## config.mk

```make
export PLATFORM = sky130hd
export DESIGN_NAME = lagrange_interpolation_evaluator
export DESIGN_NICKNAME = d
export VERILOG_FILES = /design/src/hdl/lie_pkg.sv /design/src/hdl/lagrange_interpolation_evaluator.sv /design/src/hdl/lie_ram.sv /design/src/hdl/lie_datapath.sv /design/src/hdl/lie_ctrl.sv
export VERILOG_INCLUDE_DIRS = /design/src /design/src/hdl
export SDC_FILE = /design/constraint.sdc
export NUM_CORES = 2
export LEC_CHECK = 0
export ABC_AREA = 1
export BUFFER_PORTS_ARGS = -buffer_cell sky130_fd_sc_hd__buf_2
export CAP_MARGIN = 5
export CORE_MARGIN = 10
export CORE_UTILIZATION = 56
export CTS_CLUSTER_DIAMETER = 120
export DETAILED_ROUTE_END_ITERATION = 7
export PLACE_DENSITY = 0.72
export SETUP_SLACK_MARGIN = 0.5
export SYNTH_ARGS = -nofsm -noshare
export SYNTH_HDL_FRONTEND = slang
export SYNTH_SLANG_ARGS = --single-unit
```

## constraint.sdc

```tcl
create_clock -name clock -period 10.7 [get_ports clock]
set_input_delay 1.605 -clock clock [delete_from_list [all_inputs] [get_ports clock]]
set_output_delay 1.605 -clock clock [all_outputs]
set_load 0.01 [all_outputs]
```

## src/hdl/lagrange_interpolation_evaluator_defines.svh

```systemverilog
// Assertion macros shared by the Lagrange interpolation evaluator modules.
`ifndef LAGRANGE_INTERPOLATION_EVALUATOR_DEFINES_SVH
`define LAGRANGE_INTERPOLATION_EVALUATOR_DEFINES_SVH

// Same-cycle implication, disabled while reset is high.
`define LIE_ASSERT_NOW(label, clk, rst, ante, cons, msg) \
   label: assert property (@(posedge clk) disable iff (rst) (ante) |-> (cons)) \
      else $error(msg);

// Next-cycle implication, disabled while reset is high.
`define LIE_ASSERT_NEXT(label, clk, rst, ante, cons, msg) \
   label: assert property (@(posedge clk) disable iff (rst) (ante) |=> (cons)) \
      else $error(msg);

`endif

```

## src/hdl/lie_pkg.sv

```systemverilog
// Shared constants, codes and command/status types of the Lagrange evaluator.
package lie_pkg;

   localparam int DEFAULT_MAX_POINTS = 16;

   localparam int COORD_W  = 16;
   localparam int QUERY_W  = 32;
   localparam int VALUE_W  = 40;
   localparam int STATUS_W = 2;
   localparam int CFG_W    = 4;
   localparam int SLOT_W   = 4;

   localparam int NUM_W   = 33;
   localparam int QUO_W   = 34;
   localparam int DVS_W   = 17;
   localparam int PM_W    = 48;
   localparam int CHUNK_W = 17;
   localparam int MULP_W  = 65;
   localparam int PROD_W  = 82;
   localparam int CNT_W   = 6;

   localparam logic FUNC_LOAD = 1'b0;
   localparam logic FUNC_EVAL = 1'b1;

   localparam logic [STATUS_W-1:0] STATUS_OK  = 2'd0;
   localparam logic [STATUS_W-1:0] STATUS_DUP = 2'd1;
   localparam logic [STATUS_W-1:0] STATUS_SAT = 2'd2;

   localparam logic [PM_W-1:0] PM_ONE = 48'h0000_0001_0000;
   localparam logic [PM_W-1:0] PM_CAP = 48'h8000_0000_0000;

   localparam logic [63:0] VAL_POS_MAG = 64'h0000_007F_FFFF_FFFF;
   localparam logic [63:0] VAL_NEG_MAG = 64'h0000_0080_0000_0000;

   localparam logic [CNT_W-1:0] DIV_LAST = 6'd33;
   localparam logic [CNT_W-1:0] MUL_LAST = 6'd1;

   typedef struct packed {
      logic load_point;
      logic start_eval;
      logic load_i;
      logic start_factor;
      logic div_step;
      logic mul_step;
      logic mul_hi;
      logic norm;
      logic term_mul;
      logic term_acc;
      logic write_out;
   } lie_cmd_type;

   typedef struct packed {
      logic out_free;
   } lie_sts_type;

endpackage

```

## src/hdl/lagrange_interpolation_evaluator.sv

```systemverilog
// Top level of the Lagrange interpolation evaluator: controller and datapath.
//
//   Channel  Direction  Handshake             Payload
//   req      in         req_valid/req_stall   func, point_index, point_x, point_y, query_x
//   rsp      out        rsp_valid/rsp_stall   value, status
//   csr      in         csr_wr_en             csr_wr_data (last_point_index)
//
// A load item is written to the point table in the cycle it is accepted. For an evaluate
// item, each factor of each point's basis term passes through the bit-serial divider and
// then the shared 48x17 multiplier.
// Reset is synchronous and clears control state only; the point table is not cleared.
// A held result does not stop the next item being accepted; only the final write waits.
module lagrange_interpolation_evaluator #(
   parameter int MAX_POINTS = lie_pkg::DEFAULT_MAX_POINTS
) (
   input  logic                                clock,
   input  logic                                reset,
   input  logic                                csr_wr_en,
   input  logic [lie_pkg::CFG_W-1:0]           csr_wr_data,
   input  logic                                req_valid,
   output logic                                req_stall,
   input  logic                                req_func,
   input  logic [lie_pkg::SLOT_W-1:0]          req_point_index,
   input  logic signed [lie_pkg::COORD_W-1:0]  req_point_x,
   input  logic signed [lie_pkg::COORD_W-1:0]  req_point_y,
   input  logic signed [lie_pkg::QUERY_W-1:0]  req_query_x,
   output logic                                rsp_valid,
   input  logic                                rsp_stall,
   output logic signed [lie_pkg::VALUE_W-1:0]  rsp_value,
   output logic [lie_pkg::STATUS_W-1:0]        rsp_status
);

   localparam int IW = $clog2(MAX_POINTS);

   lie_pkg::lie_cmd_type cmd;
   lie_pkg::lie_sts_type sts;
   logic [IW-1:0]        rd_addr;
   logic [IW-1:0]        last_index;

   lie_ctrl #(
      .MAX_POINTS (MAX_POINTS),
      .IW         (IW)
   ) u_ctrl (
      .clock      (clock),
      .reset      (reset),
      .req_valid  (req_valid),
      .req_func   (req_func),
      .req_stall  (req_stall),
      .sts        (sts),
      .last_index (last_index),
      .cmd        (cmd),
      .rd_addr    (rd_addr)
   );

   lie_datapath #(
      .MAX_POINTS (MAX_POINTS),
      .IW         (IW)
   ) u_datapath (
      .clock           (clock),
      .reset           (reset),
      .csr_wr_en       (csr_wr_en),
      .csr_wr_data     (csr_wr_data),
      .req_point_index (req_point_index),
      .req_point_x     (req_point_x),
      .req_point_y     (req_point_y),
      .req_query_x     (req_query_x),
      .cmd             (cmd),
      .rd_addr         (rd_addr),
      .sts             (sts),
      .last_index      (last_index),
      .rsp_valid       (rsp_valid),
      .rsp_stall       (rsp_stall),
      .rsp_value       (rsp_value),
      .rsp_status      (rsp_status)
   );

endmodule

```

## src/hdl/lie_ram.sv

```systemverilog
// Generic single-write, single-read RAM with registered read data.
module lie_ram #(
   parameter int WIDTH = 32,
   parameter int DEPTH = 16
) (
   input  logic                     clock,
   input  logic                     wr_en,
   input  logic [$clog2(DEPTH)-1:0] wr_addr,
   input  logic [WIDTH-1:0]         wr_data,
   input  logic [$clog2(DEPTH)-1:0] rd_addr,
   output logic [WIDTH-1:0]         rd_data
);

   logic [WIDTH-1:0] mem_ff [DEPTH];
   logic [WIDTH-1:0] rd_data_ff;

   always_ff @(posedge clock) begin
      if (wr_en) begin
         mem_ff[wr_addr] <= wr_data;
      end
      rd_data_ff <= mem_ff[rd_addr];
   end

   assign rd_data = rd_data_ff;

endmodule

```

## src/hdl/lie_datapath.sv

```systemverilog
// Datapath: point table, divider, shared multiplier, accumulator and result register.
`include "lagrange_interpolation_evaluator_defines.svh"

module lie_datapath #(
   parameter int MAX_POINTS = lie_pkg::DEFAULT_MAX_POINTS,
   parameter int IW         = $clog2(MAX_POINTS)
) (
   input  logic                                clock,
   input  logic                                reset,
   input  logic                                csr_wr_en,
   input  logic [lie_pkg::CFG_W-1:0]           csr_wr_data,
   input  logic [lie_pkg::SLOT_W-1:0]          req_point_index,
   input  logic signed [lie_pkg::COORD_W-1:0]  req_point_x,
   input  logic signed [lie_pkg::COORD_W-1:0]  req_point_y,
   input  logic signed [lie_pkg::QUERY_W-1:0]  req_query_x,
   input  lie_pkg::lie_cmd_type                cmd,
   input  logic [IW-1:0]                       rd_addr,
   output lie_pkg::lie_sts_type                sts,
   output logic [IW-1:0]                       last_index,
   output logic                                rsp_valid,
   input  logic                                rsp_stall,
   output logic signed [lie_pkg::VALUE_W-1:0]  rsp_value,
   output logic [lie_pkg::STATUS_W-1:0]        rsp_status
);

   localparam int SUM_W = lie_pkg::VALUE_W + IW + 1;
   localparam logic signed [SUM_W-1:0] SUM_MAX = SUM_W'(lie_pkg::VAL_POS_MAG);
   localparam logic signed [SUM_W-1:0] SUM_MIN = -SUM_MAX - SUM_W'(1);

   logic [lie_pkg::CFG_W-1:0] last_cfg_ff;

   logic                                 wr_en;
   logic [2*lie_pkg::COORD_W-1:0]        rd_data;
   logic signed [lie_pkg::COORD_W-1:0]   x_j;

   logic signed [lie_pkg::QUERY_W-1:0]   query_ff;
   logic signed [lie_pkg::COORD_W-1:0]   x_i_ff;
   logic [lie_pkg::COORD_W-1:0]          ymag_ff;
   logic                                 yneg_ff;
   logic                                 pneg_ff;
   logic                                 dup_ff;
   logic                                 sat_ff;
   logic [lie_pkg::QUO_W-1:0]            dq_ff;
   logic [lie_pkg::DVS_W-1:0]            rem_ff;
   logic [lie_pkg::DVS_W-1:0]            dvs_ff;
   logic [lie_pkg::PM_W-1:0]             pm_ff;
   logic [lie_pkg::PROD_W-1:0]           acc_ff;
   logic signed [SUM_W-1:0]              sum_ff;

   logic                                 rsp_valid_ff;
   logic                                 rsp_valid_in;
   logic signed [lie_pkg::VALUE_W-1:0]   rsp_value_ff;
   logic [lie_pkg::STATUS_W-1:0]         rsp_status_ff;

   logic signed [lie_pkg::NUM_W-1:0]     num_c;
   logic signed [lie_pkg::COORD_W:0]     den_c;
   logic [lie_pkg::NUM_W-1:0]            mn_c;
   logic [lie_pkg::COORD_W:0]            md_c;
   logic [lie_pkg::QUO_W-1:0]            dividend_c;
   logic [lie_pkg::DVS_W:0]              r2_c;
   logic [lie_pkg::DVS_W:0]              diff_c;
   logic                                 ge_c;
   logic [lie_pkg::CHUNK_W-1:0]          mul_b;
   logic [lie_pkg::MULP_W-1:0]           mulp_c;
   logic [63:0]                          rnd_c;
   logic [lie_pkg::PM_W-1:0]             rq_c;
   logic [63:0]                          tmag_c;
   logic [lie_pkg::VALUE_W-1:0]          tcap_c;
   logic                                 tneg_c;
   logic                                 tsat_c;
   logic signed [lie_pkg::VALUE_W:0]     tval_c;
   logic signed [lie_pkg::VALUE_W-1:0]   fin_val_c;
   logic                                 fin_sat_c;

   // Configuration register and its clamp to the table depth.
   always_ff @(posedge clock) begin
      if (reset) begin
         last_cfg_ff <= '0;
      end else if (csr_wr_en) begin
         last_cfg_ff <= csr_wr_data;
      end
   end

   always_comb begin
      if ({4'b0, last_cfg_ff} > 8'(MAX_POINTS - 1)) begin
         last_index = IW'(MAX_POINTS - 1);
      end else begin
         last_index = IW'(last_cfg_ff);
      end
   end

   // Point table: x in the upper half, y in the lower half.
   assign wr_en = cmd.load_point && ({4'b0, req_point_index} < 8'(MAX_POINTS));

   lie_ram #(
      .WIDTH (2 * lie_pkg::COORD_W),
      .DEPTH (MAX_POINTS)
   ) u_table (
      .clock   (clock),
      .wr_en   (wr_en),
      .wr_addr (IW'(req_point_index)),
      .wr_data ({req_point_x, req_point_y}),
      .rd_addr (rd_addr),
      .rd_data (rd_data)
   );

   assign x_j = rd_data[2*lie_pkg::COORD_W-1:lie_pkg::COORD_W];

   // Factor operands: numerator in Q17.16, denominator as an integer.
   always_comb begin
      num_c = lie_pkg::NUM_W'(query_ff) - lie_pkg::NUM_W'($signed({x_j, 16'h0000}));
      den_c = (lie_pkg::COORD_W + 1)'(x_i_ff) - (lie_pkg::COORD_W + 1)'(x_j);
      mn_c  = num_c[lie_pkg::NUM_W-1] ? lie_pkg::NUM_W'(-num_c) : lie_pkg::NUM_W'(num_c);
      md_c  = den_c[lie_pkg::COORD_W] ? (lie_pkg::COORD_W + 1)'(-den_c)
                                      : (lie_pkg::COORD_W + 1)'(den_c);
      dividend_c = {mn_c, 1'b0} + lie_pkg::QUO_W'(md_c);
   end

   // One restoring division step per cycle.
   always_comb begin
      r2_c   = {rem_ff, dq_ff[lie_pkg::QUO_W-1]};
      diff_c = r2_c - {1'b0, dvs_ff};
      ge_c   = r2_c >= {1'b0, dvs_ff};
   end

   // Shared multiplier: product magnitude by a quotient chunk, or by |y|.
   always_comb begin
      if (cmd.term_mul) begin
         mul_b = {1'b0, ymag_ff};
      end else if (cmd.mul_hi) begin
         mul_b = dq_ff[lie_pkg::QUO_W-1:lie_pkg::CHUNK_W];
      end else begin
         mul_b = dq_ff[lie_pkg::CHUNK_W-1:0];
      end
      mulp_c = lie_pkg::MULP_W'(pm_ff) * lie_pkg::MULP_W'(mul_b);
   end

   // Rounding of the running product back to Q32.16.
   always_comb begin
      rnd_c = {1'b0, acc_ff[62:0]} + 64'h8000;
      rq_c  = rnd_c[63:16];
   end

   // Clamp of one term to the result range.
   always_comb begin
      tmag_c = acc_ff[63:0];
      tneg_c = pneg_ff ^ yneg_ff;
      tsat_c = 1'b0;
      if (tneg_c) begin
         if (tmag_c > lie_pkg::VAL_NEG_MAG) begin
            tcap_c = lie_pkg::VALUE_W'(lie_pkg::VAL_NEG_MAG);
            tsat_c = 1'b1;
         end else begin
            tcap_c = lie_pkg::VALUE_W'(tmag_c);
         end
         tval_c = -$signed({1'b0, tcap_c});
      end else begin
         if (tmag_c > lie_pkg::VAL_POS_MAG) begin
            tcap_c = lie_pkg::VALUE_W'(lie_pkg::VAL_POS_MAG);
            tsat_c = 1'b1;
         end else begin
            tcap_c = lie_pkg::VALUE_W'(tmag_c);
         end
         tval_c = $signed({1'b0, tcap_c});
      end
   end

   // Final clamp of the sum.
   always_comb begin
      fin_sat_c = 1'b0;
      if (sum_ff > SUM_MAX) begin
         fin_val_c = lie_pkg::VALUE_W'(SUM_MAX);
         fin_sat_c = 1'b1;
      end else if (sum_ff < SUM_MIN) begin
         fin_val_c = lie_pkg::VALUE_W'(SUM_MIN);
         fin_sat_c = 1'b1;
      end else begin
         fin_val_c = lie_pkg::VALUE_W'(sum_ff);
      end
   end

   always_ff @(posedge clock) begin
      if (cmd.start_eval) begin
         query_ff <= req_query_x;
         sum_ff   <= '0;
         dup_ff   <= 1'b0;
         sat_ff   <= 1'b0;
      end
      if (cmd.load_i) begin
         x_i_ff  <= rd_data[2*lie_pkg::COORD_W-1:lie_pkg::COORD_W];
         yneg_ff <= rd_data[lie_pkg::COORD_W-1];
         ymag_ff <= rd_data[lie_pkg::COORD_W-1] ? lie_pkg::COORD_W'(-rd_data[15:0])
                                                : rd_data[15:0];
         pm_ff   <= lie_pkg::PM_ONE;
         pneg_ff <= 1'b0;
      end
      if (cmd.start_factor) begin
         dq_ff   <= dividend_c;
         rem_ff  <= '0;
         dvs_ff  <= {md_c[lie_pkg::COORD_W-1:0], 1'b0};
         pneg_ff <= pneg_ff ^ (num_c[lie_pkg::NUM_W-1] != den_c[lie_pkg::COORD_W]);
         if (den_c == '0) begin
            dup_ff <= 1'b1;
         end
      end
      if (cmd.div_step) begin
         rem_ff <= ge_c ? diff_c[lie_pkg::DVS_W-1:0] : r2_c[lie_pkg::DVS_W-1:0];
         dq_ff  <= {dq_ff[lie_pkg::QUO_W-2:0], ge_c};
      end
      if (cmd.mul_step) begin
         if (cmd.mul_hi) begin
            acc_ff <= lie_pkg::PROD_W'(mulp_c);
         end else begin
            acc_ff <= (acc_ff << lie_pkg::CHUNK_W) + lie_pkg::PROD_W'(mulp_c);
         end
      end
      if (cmd.term_mul) begin
         acc_ff <= lie_pkg::PROD_W'(mulp_c);
      end
      if (cmd.norm) begin
         // A raw product at or above 2^63 saturates as well as a rounded one above the cap.
         if (|acc_ff[lie_pkg::PROD_W-1:63]) begin
            pm_ff  <= lie_pkg::PM_CAP;
            sat_ff <= 1'b1;
         end else if (rq_c > lie_pkg::PM_CAP) begin
            pm_ff  <= lie_pkg::PM_CAP;
            sat_ff <= 1'b1;
         end else begin
            pm_ff <= rq_c;
         end
      end
      if (cmd.term_acc) begin
         sum_ff <= sum_ff + SUM_W'(tval_c);
         if (tsat_c) begin
            sat_ff <= 1'b1;
         end
      end
      if (cmd.write_out) begin
         if (dup_ff) begin
            rsp_value_ff  <= '0;
            rsp_status_ff <= lie_pkg::STATUS_DUP;
         end else begin
            rsp_value_ff  <= fin_val_c;
            rsp_status_ff <= (sat_ff || fin_sat_c) ? lie_pkg::STATUS_SAT : lie_pkg::STATUS_OK;
         end
      end
   end

   always_comb begin
      rsp_valid_in = rsp_valid_ff;
      if (cmd.write_out) begin
         rsp_valid_in = 1'b1;
      end else if (!rsp_stall) begin
         rsp_valid_in = 1'b0;
      end
   end

   always_ff @(posedge clock) begin
      if (reset) begin
         rsp_valid_ff <= 1'b0;
      end else begin
         rsp_valid_ff <= rsp_valid_in;
      end
   end

   assign sts.out_free = !rsp_valid_ff || !rsp_stall;
   assign rsp_valid    = rsp_valid_ff;
   assign rsp_value    = rsp_value_ff;
   assign rsp_status   = rsp_status_ff;

   `LIE_ASSERT_NEXT(a_pm_capped, clock, reset, cmd.norm, pm_ff <= lie_pkg::PM_CAP, "product magnitude above cap")
   `LIE_ASSERT_NOW(a_dup_zero, clock, reset, rsp_valid_ff && rsp_status_ff == lie_pkg::STATUS_DUP, rsp_value_ff == '0, "duplicate result with nonzero value")
   `LIE_ASSERT_NOW(a_write_free, clock, reset, cmd.write_out, !rsp_valid_ff || !rsp_stall, "result overwritten while held")

endmodule

```

## src/hdl/lie_ctrl.sv

```systemverilog
// Controller: sequences loads, factor divisions, products and term accumulation.
`include "lagrange_interpolation_evaluator_defines.svh"

module lie_ctrl #(
   parameter int MAX_POINTS = lie_pkg::DEFAULT_MAX_POINTS,
   parameter int IW         = $clog2(MAX_POINTS)
) (
   input  logic                  clock,
   input  logic                  reset,
   input  logic                  req_valid,
   input  logic                  req_func,
   output logic                  req_stall,
   input  lie_pkg::lie_sts_type  sts,
   input  logic [IW-1:0]         last_index,
   output lie_pkg::lie_cmd_type  cmd,
   output logic [IW-1:0]         rd_addr
);

   typedef enum logic [10:0] {
      ST_IDLE = 11'b000_0000_0001,
      ST_RDI  = 11'b000_0000_0010,
      ST_LDI  = 11'b000_0000_0100,
      ST_RDJ  = 11'b000_0000_1000,
      ST_LDJ  = 11'b000_0001_0000,
      ST_DIV  = 11'b000_0010_0000,
      ST_MUL  = 11'b000_0100_0000,
      ST_NRM  = 11'b000_1000_0000,
      ST_TMUL = 11'b001_0000_0000,
      ST_TACC = 11'b010_0000_0000,
      ST_FIN  = 11'b100_0000_0000
   } state_type;

   state_type                 state_ff, state_in;
   logic [IW-1:0]             i_ff, i_in;
   logic [IW-1:0]             j_ff, j_in;
   logic [lie_pkg::CNT_W-1:0] cnt_ff, cnt_in;

   always_comb begin
      state_in = state_ff;
      i_in     = i_ff;
      j_in     = j_ff;
      cnt_in   = cnt_ff;
      cmd      = '0;
      case (state_ff)
         ST_IDLE: begin
            if (req_valid) begin
               if (req_func == lie_pkg::FUNC_EVAL) begin
                  cmd.start_eval = 1'b1;
                  i_in           = '0;
                  j_in           = '0;
                  state_in       = ST_RDI;
               end else begin
                  cmd.load_point = 1'b1;
               end
            end
         end
         ST_RDI: begin
            state_in = ST_LDI;
         end
         ST_LDI: begin
            cmd.load_i = 1'b1;
            j_in       = '0;
            state_in   = ST_RDJ;
         end
         ST_RDJ: begin
            // The own point contributes no factor.
            if (j_ff == i_ff) begin
               if (j_ff == last_index) begin
                  state_in = ST_TMUL;
               end else begin
                  j_in = j_ff + IW'(1);
               end
            end else begin
               state_in = ST_LDJ;
            end
         end
         ST_LDJ: begin
            cmd.start_factor = 1'b1;
            cnt_in           = '0;
            state_in         = ST_DIV;
         end
         ST_DIV: begin
            cmd.div_step = 1'b1;
            if (cnt_ff == lie_pkg::DIV_LAST) begin
               cnt_in   = '0;
               state_in = ST_MUL;
            end else begin
               cnt_in = cnt_ff + lie_pkg::CNT_W'(1);
            end
         end
         ST_MUL: begin
            cmd.mul_step = 1'b1;
            cmd.mul_hi   = (cnt_ff == '0);
            if (cnt_ff == lie_pkg::MUL_LAST) begin
               state_in = ST_NRM;
            end else begin
               cnt_in = cnt_ff + lie_pkg::CNT_W'(1);
            end
         end
         ST_NRM: begin
            cmd.norm = 1'b1;
            if (j_ff == last_index) begin
               state_in = ST_TMUL;
            end else begin
               j_in     = j_ff + IW'(1);
               state_in = ST_RDJ;
            end
         end
         ST_TMUL: begin
            cmd.term_mul = 1'b1;
            state_in     = ST_TACC;
         end
         ST_TACC: begin
            cmd.term_acc = 1'b1;
            if (i_ff == last_index) begin
               state_in = ST_FIN;
            end else begin
               i_in     = i_ff + IW'(1);
               state_in = ST_RDI;
            end
         end
         ST_FIN: begin
            if (sts.out_free) begin
               cmd.write_out = 1'b1;
               state_in      = ST_IDLE;
            end
         end
         default: begin
            state_in = ST_IDLE;
         end
      endcase
   end

   always_ff @(posedge clock) begin
      if (reset) begin
         state_ff <= ST_IDLE;
         i_ff     <= '0;
         j_ff     <= '0;
         cnt_ff   <= '0;
      end else begin
         state_ff <= state_in;
         i_ff     <= i_in;
         j_ff     <= j_in;
         cnt_ff   <= cnt_in;
      end
   end

   assign req_stall = (state_ff != ST_IDLE);
   assign rd_addr   = (state_ff == ST_RDI) ? i_ff : j_ff;

   `LIE_ASSERT_NOW(a_no_self_factor, clock, reset, state_ff == ST_LDJ, j_ff != i_ff,
                   "factor started with j equal to i")
   `LIE_ASSERT_NOW(a_counters_in_range, clock, reset, state_ff != ST_IDLE,
                   i_ff <= last_index && j_ff <= last_index, "point counter beyond last point")
   `LIE_ASSERT_NEXT(a_eval_starts, clock, reset,
                    state_ff == ST_IDLE && req_valid && req_func == lie_pkg::FUNC_EVAL,
                    state_ff == ST_RDI, "evaluate item did not start a pass")

endmodule

```

==> qor.csv <==
stage,metric,value,unit
run_status,status,"finished, final reports clean",
clocking,cts_buffer_depth,3,
worst_setup_path,crit_path_max_fanout,9,
worst_setup_path,critical-path-slowest-cell,fa_1,
grt,antenna_found_initial,16,
layout,fin_nets,10400,
floorplan,rows,135,
worst_setup_path,cp.required,11.28,ns
yosys,yosysSeqAreaShare,0.354,
clocking,cts_made_buffers,99,
place,portBuffers,121,
layout,syn2layout_area_growth,14.9,%
yosys,synth_area_leader_cell,edfxtp_1,
floorplan,die_x,389,um
floorplan,initial_core_util,0.564,
yosys,avgSynthCellArea,8.55,um2
sta,fin_crit_sh,0.930,
sta,worst_slew_pin_slew,1.18,ns
worst_setup_path,slowest_delay,0.68,ns
sta,period_needed,9.95,ns
place,dp_hpwl,195,mm
place,post-place-ws,-0.453,ns
yosys,synthCells,8921,
yosys,synth_most_common_cell,nand2_1,
worst_setup_path,cp.arrival,10.53,ns
yosys,mappedNetlistArea,76300,um2
grt,grt_usage,0.334,
sta,setup_slack,0.751,ns
worst_setup_path,critical_path_class,flip-flop to flip-flop,
clocking,clkLatencyLatePin,0.75,ns
floorplan,die-area,151000,um2
yosys,yosys-top-cells-count,"nand2_1, inv_1, nor2_1, edfxtp_1, fa_1",
detailed_routing,post_drt_wl_per_cell,23.2,um
clocking,htree_num_levels,3,
min_path,min_from,u_datapath.u_table.rd_data[17],
sta,rsz0062_at_grt,yes,
detailed_routing,drc_errors,0,
yosys,synth.top_cell.area_share,0.333,
clocking,holdBufCountCts,0,
grt,grt_pass1_wl,388,mm
worst_setup_path,reg2reg_from,u_ctrl.state_ff[3],
min_path,hp-class,flip-flop to flip-flop,
yosys,synthDistinctLibCells,65,
detailed_routing,wl,260,mm
yosys,synth_edf_count,845,
floorplan,pin_count,122,
detailed_routing,drtIter0Drc,6428,
yosys,synth_nets,10000,
clocking,cts_sinks,926,
sta,max_slew_margin,0.208,
yosys,synth-seq-cells,926,
layout,drive_above_1_share,0.128,
yosys,synth_flop_cell,edfxtp_1,
place,place_congestion,1.09,
grt,grt_pass1_vias,65100,
yosys,yosys_warnings,0,
layout,final_util,0.648,
worst_setup_path,worstSetupStartpoint,u_ctrl.state_ff[3],
yosys,async_flop_share,0,
sta,slew_viol_final,0,
floorplan,die_y,389,um
clocking,root_buffer,clkbuf_16,
sta,finalSetupViolations,0,
sta,hold_viol_final,0,
layout,nFillCells,11400,
grt,grt_max_degree,120,
job,drv_cap,0,
worst_setup_path,crit_path_end_kind,flip-flop,
detailed_routing,firstDrtPassIters,8,
yosys,synth.area.top_cells,"edfxtp_1, fa_1, nand2_1",
sta,finalClockSkew,0.0846,ns
worst_setup_path,startpoint_type,flip-flop,
sta,fmax,101,MHz
clocking,cts_tree,done,
detailed_routing,via_per_inst,5.83,
detailed_routing,vias,65400,
detailed_routing,ant_nets,0,
floorplan,coreArea,135000,um2
clocking,clk_pin_slew,0.06,ns
grt,overflow,0,
==> worst max-delay path, delay by kind of cell, from the launching register on <==
family          cells  cell delay (ns)
flops               1             0.34
buf+inv            15             1.61
compound gates      5             0.98
fa+ha+maj           8             3.97
simple gates       21             2.86
==> worst paths after layout <==
kind                           end  slack (ns)  cells past startpoint
max          u_datapath.acc_ff[76]        0.75                     49
min           u_datapath.x_i_ff[1]        0.40                      0
max reg2reg  u_datapath.acc_ff[76]        0.75                     49
min reg2reg   u_datapath.x_i_ff[1]        0.40                      0
==> per-stage QoR <==
step | cells | hold slack (ns) | area, um2 | setup TNS, ns
floorplan | 8921 | 0.408 | 76300 | 0
global placement | 11000 | 0.415 | 81800 | -1.56
detailed placement | 11000 | 0.420 | 81800 | -2.60
CTS | 11200 | 0.400 | 85500 | 0
global route | 11200 | 0.415 | 87600 | 0
finish | 11200 | 0.404 | 87600 | 0
==> placed cells by master, fill, tap and decap left out, types with 29 or more instances in the layout <==
cell type  netlist  routed
nand4_1         87      87
buf_4            2     435
o211ai_1        40      40
nor2_4           7      33
edfxtp_1       845     845
buf_2           73     121
buf_12           0      33
o21ai_0        576     535
fa_1           695     682
nand2_1       1654    1620
a21oi_1        402     346
nor2_2          35      95
xor2_1         164     149
or2_2           32      32
a31oi_1         66      47
nand3_1        275     262
ha_1           312     278
clkbuf_16        0     108
dfxtp_1         81      80
inv_2           23      29
xnor2_1         73      68
nand2_2          8      39
nor3_1          90      83
o21ai_1         12      43
o221ai_1        90      90
nor2_1        1207    1121
a21o_1          32      32
o22ai_1         50      50
a21oi_2          1      42
inv_1         1588    1571
==> cell type report <==
type / count / area [um2] / share of cell area
diodes: 10 / 25.0 / 0.000286
inverters: 1618 / 6100 / 0.0697
clock inverters: 57 / 822 / 0.00938
well taps: 1781 / 2230 / 0.0254
flip-flops and latches: 926 / 27000 / 0.308
clock buffers: 126 / 2650 / 0.0302
multi-input cells: 6089 / 43800 / 0.500
repair buffers: 617 / 5000 / 0.0571
==> sequential cells by signal, summed over array words and instances, names as in the netlist, 17 cells and up <==
name / flops
u_datapath.u_table.mem_ff: 512
u_datapath.dq_ff: 34
u_datapath.u_table.rd_data: 32
u_datapath.query_ff: 32
u_datapath.pm_ff: 48
u_datapath.rem_ff: 17
u_datapath.sum_ff: 45
u_datapath.rsp_value: 40
u_datapath.acc_ff: 82
==> metal layers <==
metal / vias up / wire [um] / GRT usage
li1: 29500 / - / -
met1: 31700 / 100000 / 0.437
met2: 3412 / 120000 / 0.543
met3: 735 / 25300 / 0.0640
met4: 12 / 13900 / 0.140
met5: - / 64 / 0
==> cells by family (layout without fill, tap and decap cells) <==
| family | count (synthesis) | in the layout | synth area share |
|---|---|---|---|
| buf+inv | 1906 | 2418 | 0.0955 |
| xor+xnor | 238 | 238 | 0.0274 |
| simple gates | 3461 | 3461 | 0.186 |
| other cells | 0 | 10 | 0 |
| fa+ha+maj | 1007 | 1007 | 0.234 |
| compound gates | 1380 | 1380 | 0.103 |
| flops | 926 | 926 | 0.354 |
| mux | 3 | 3 | 0.000394 |
==> repair_timing <==
action | CTS | global route
pin swaps | 6 | 62
gates resized for setup | 51 | 371
buffers inserted | 6 | 31
cloned | 1 | 9
setup endpoints to repair | 50 | 55
Power is not shown: default switching activity piles up to over one toggle a cycle in this logic, so the estimate is an artifact.
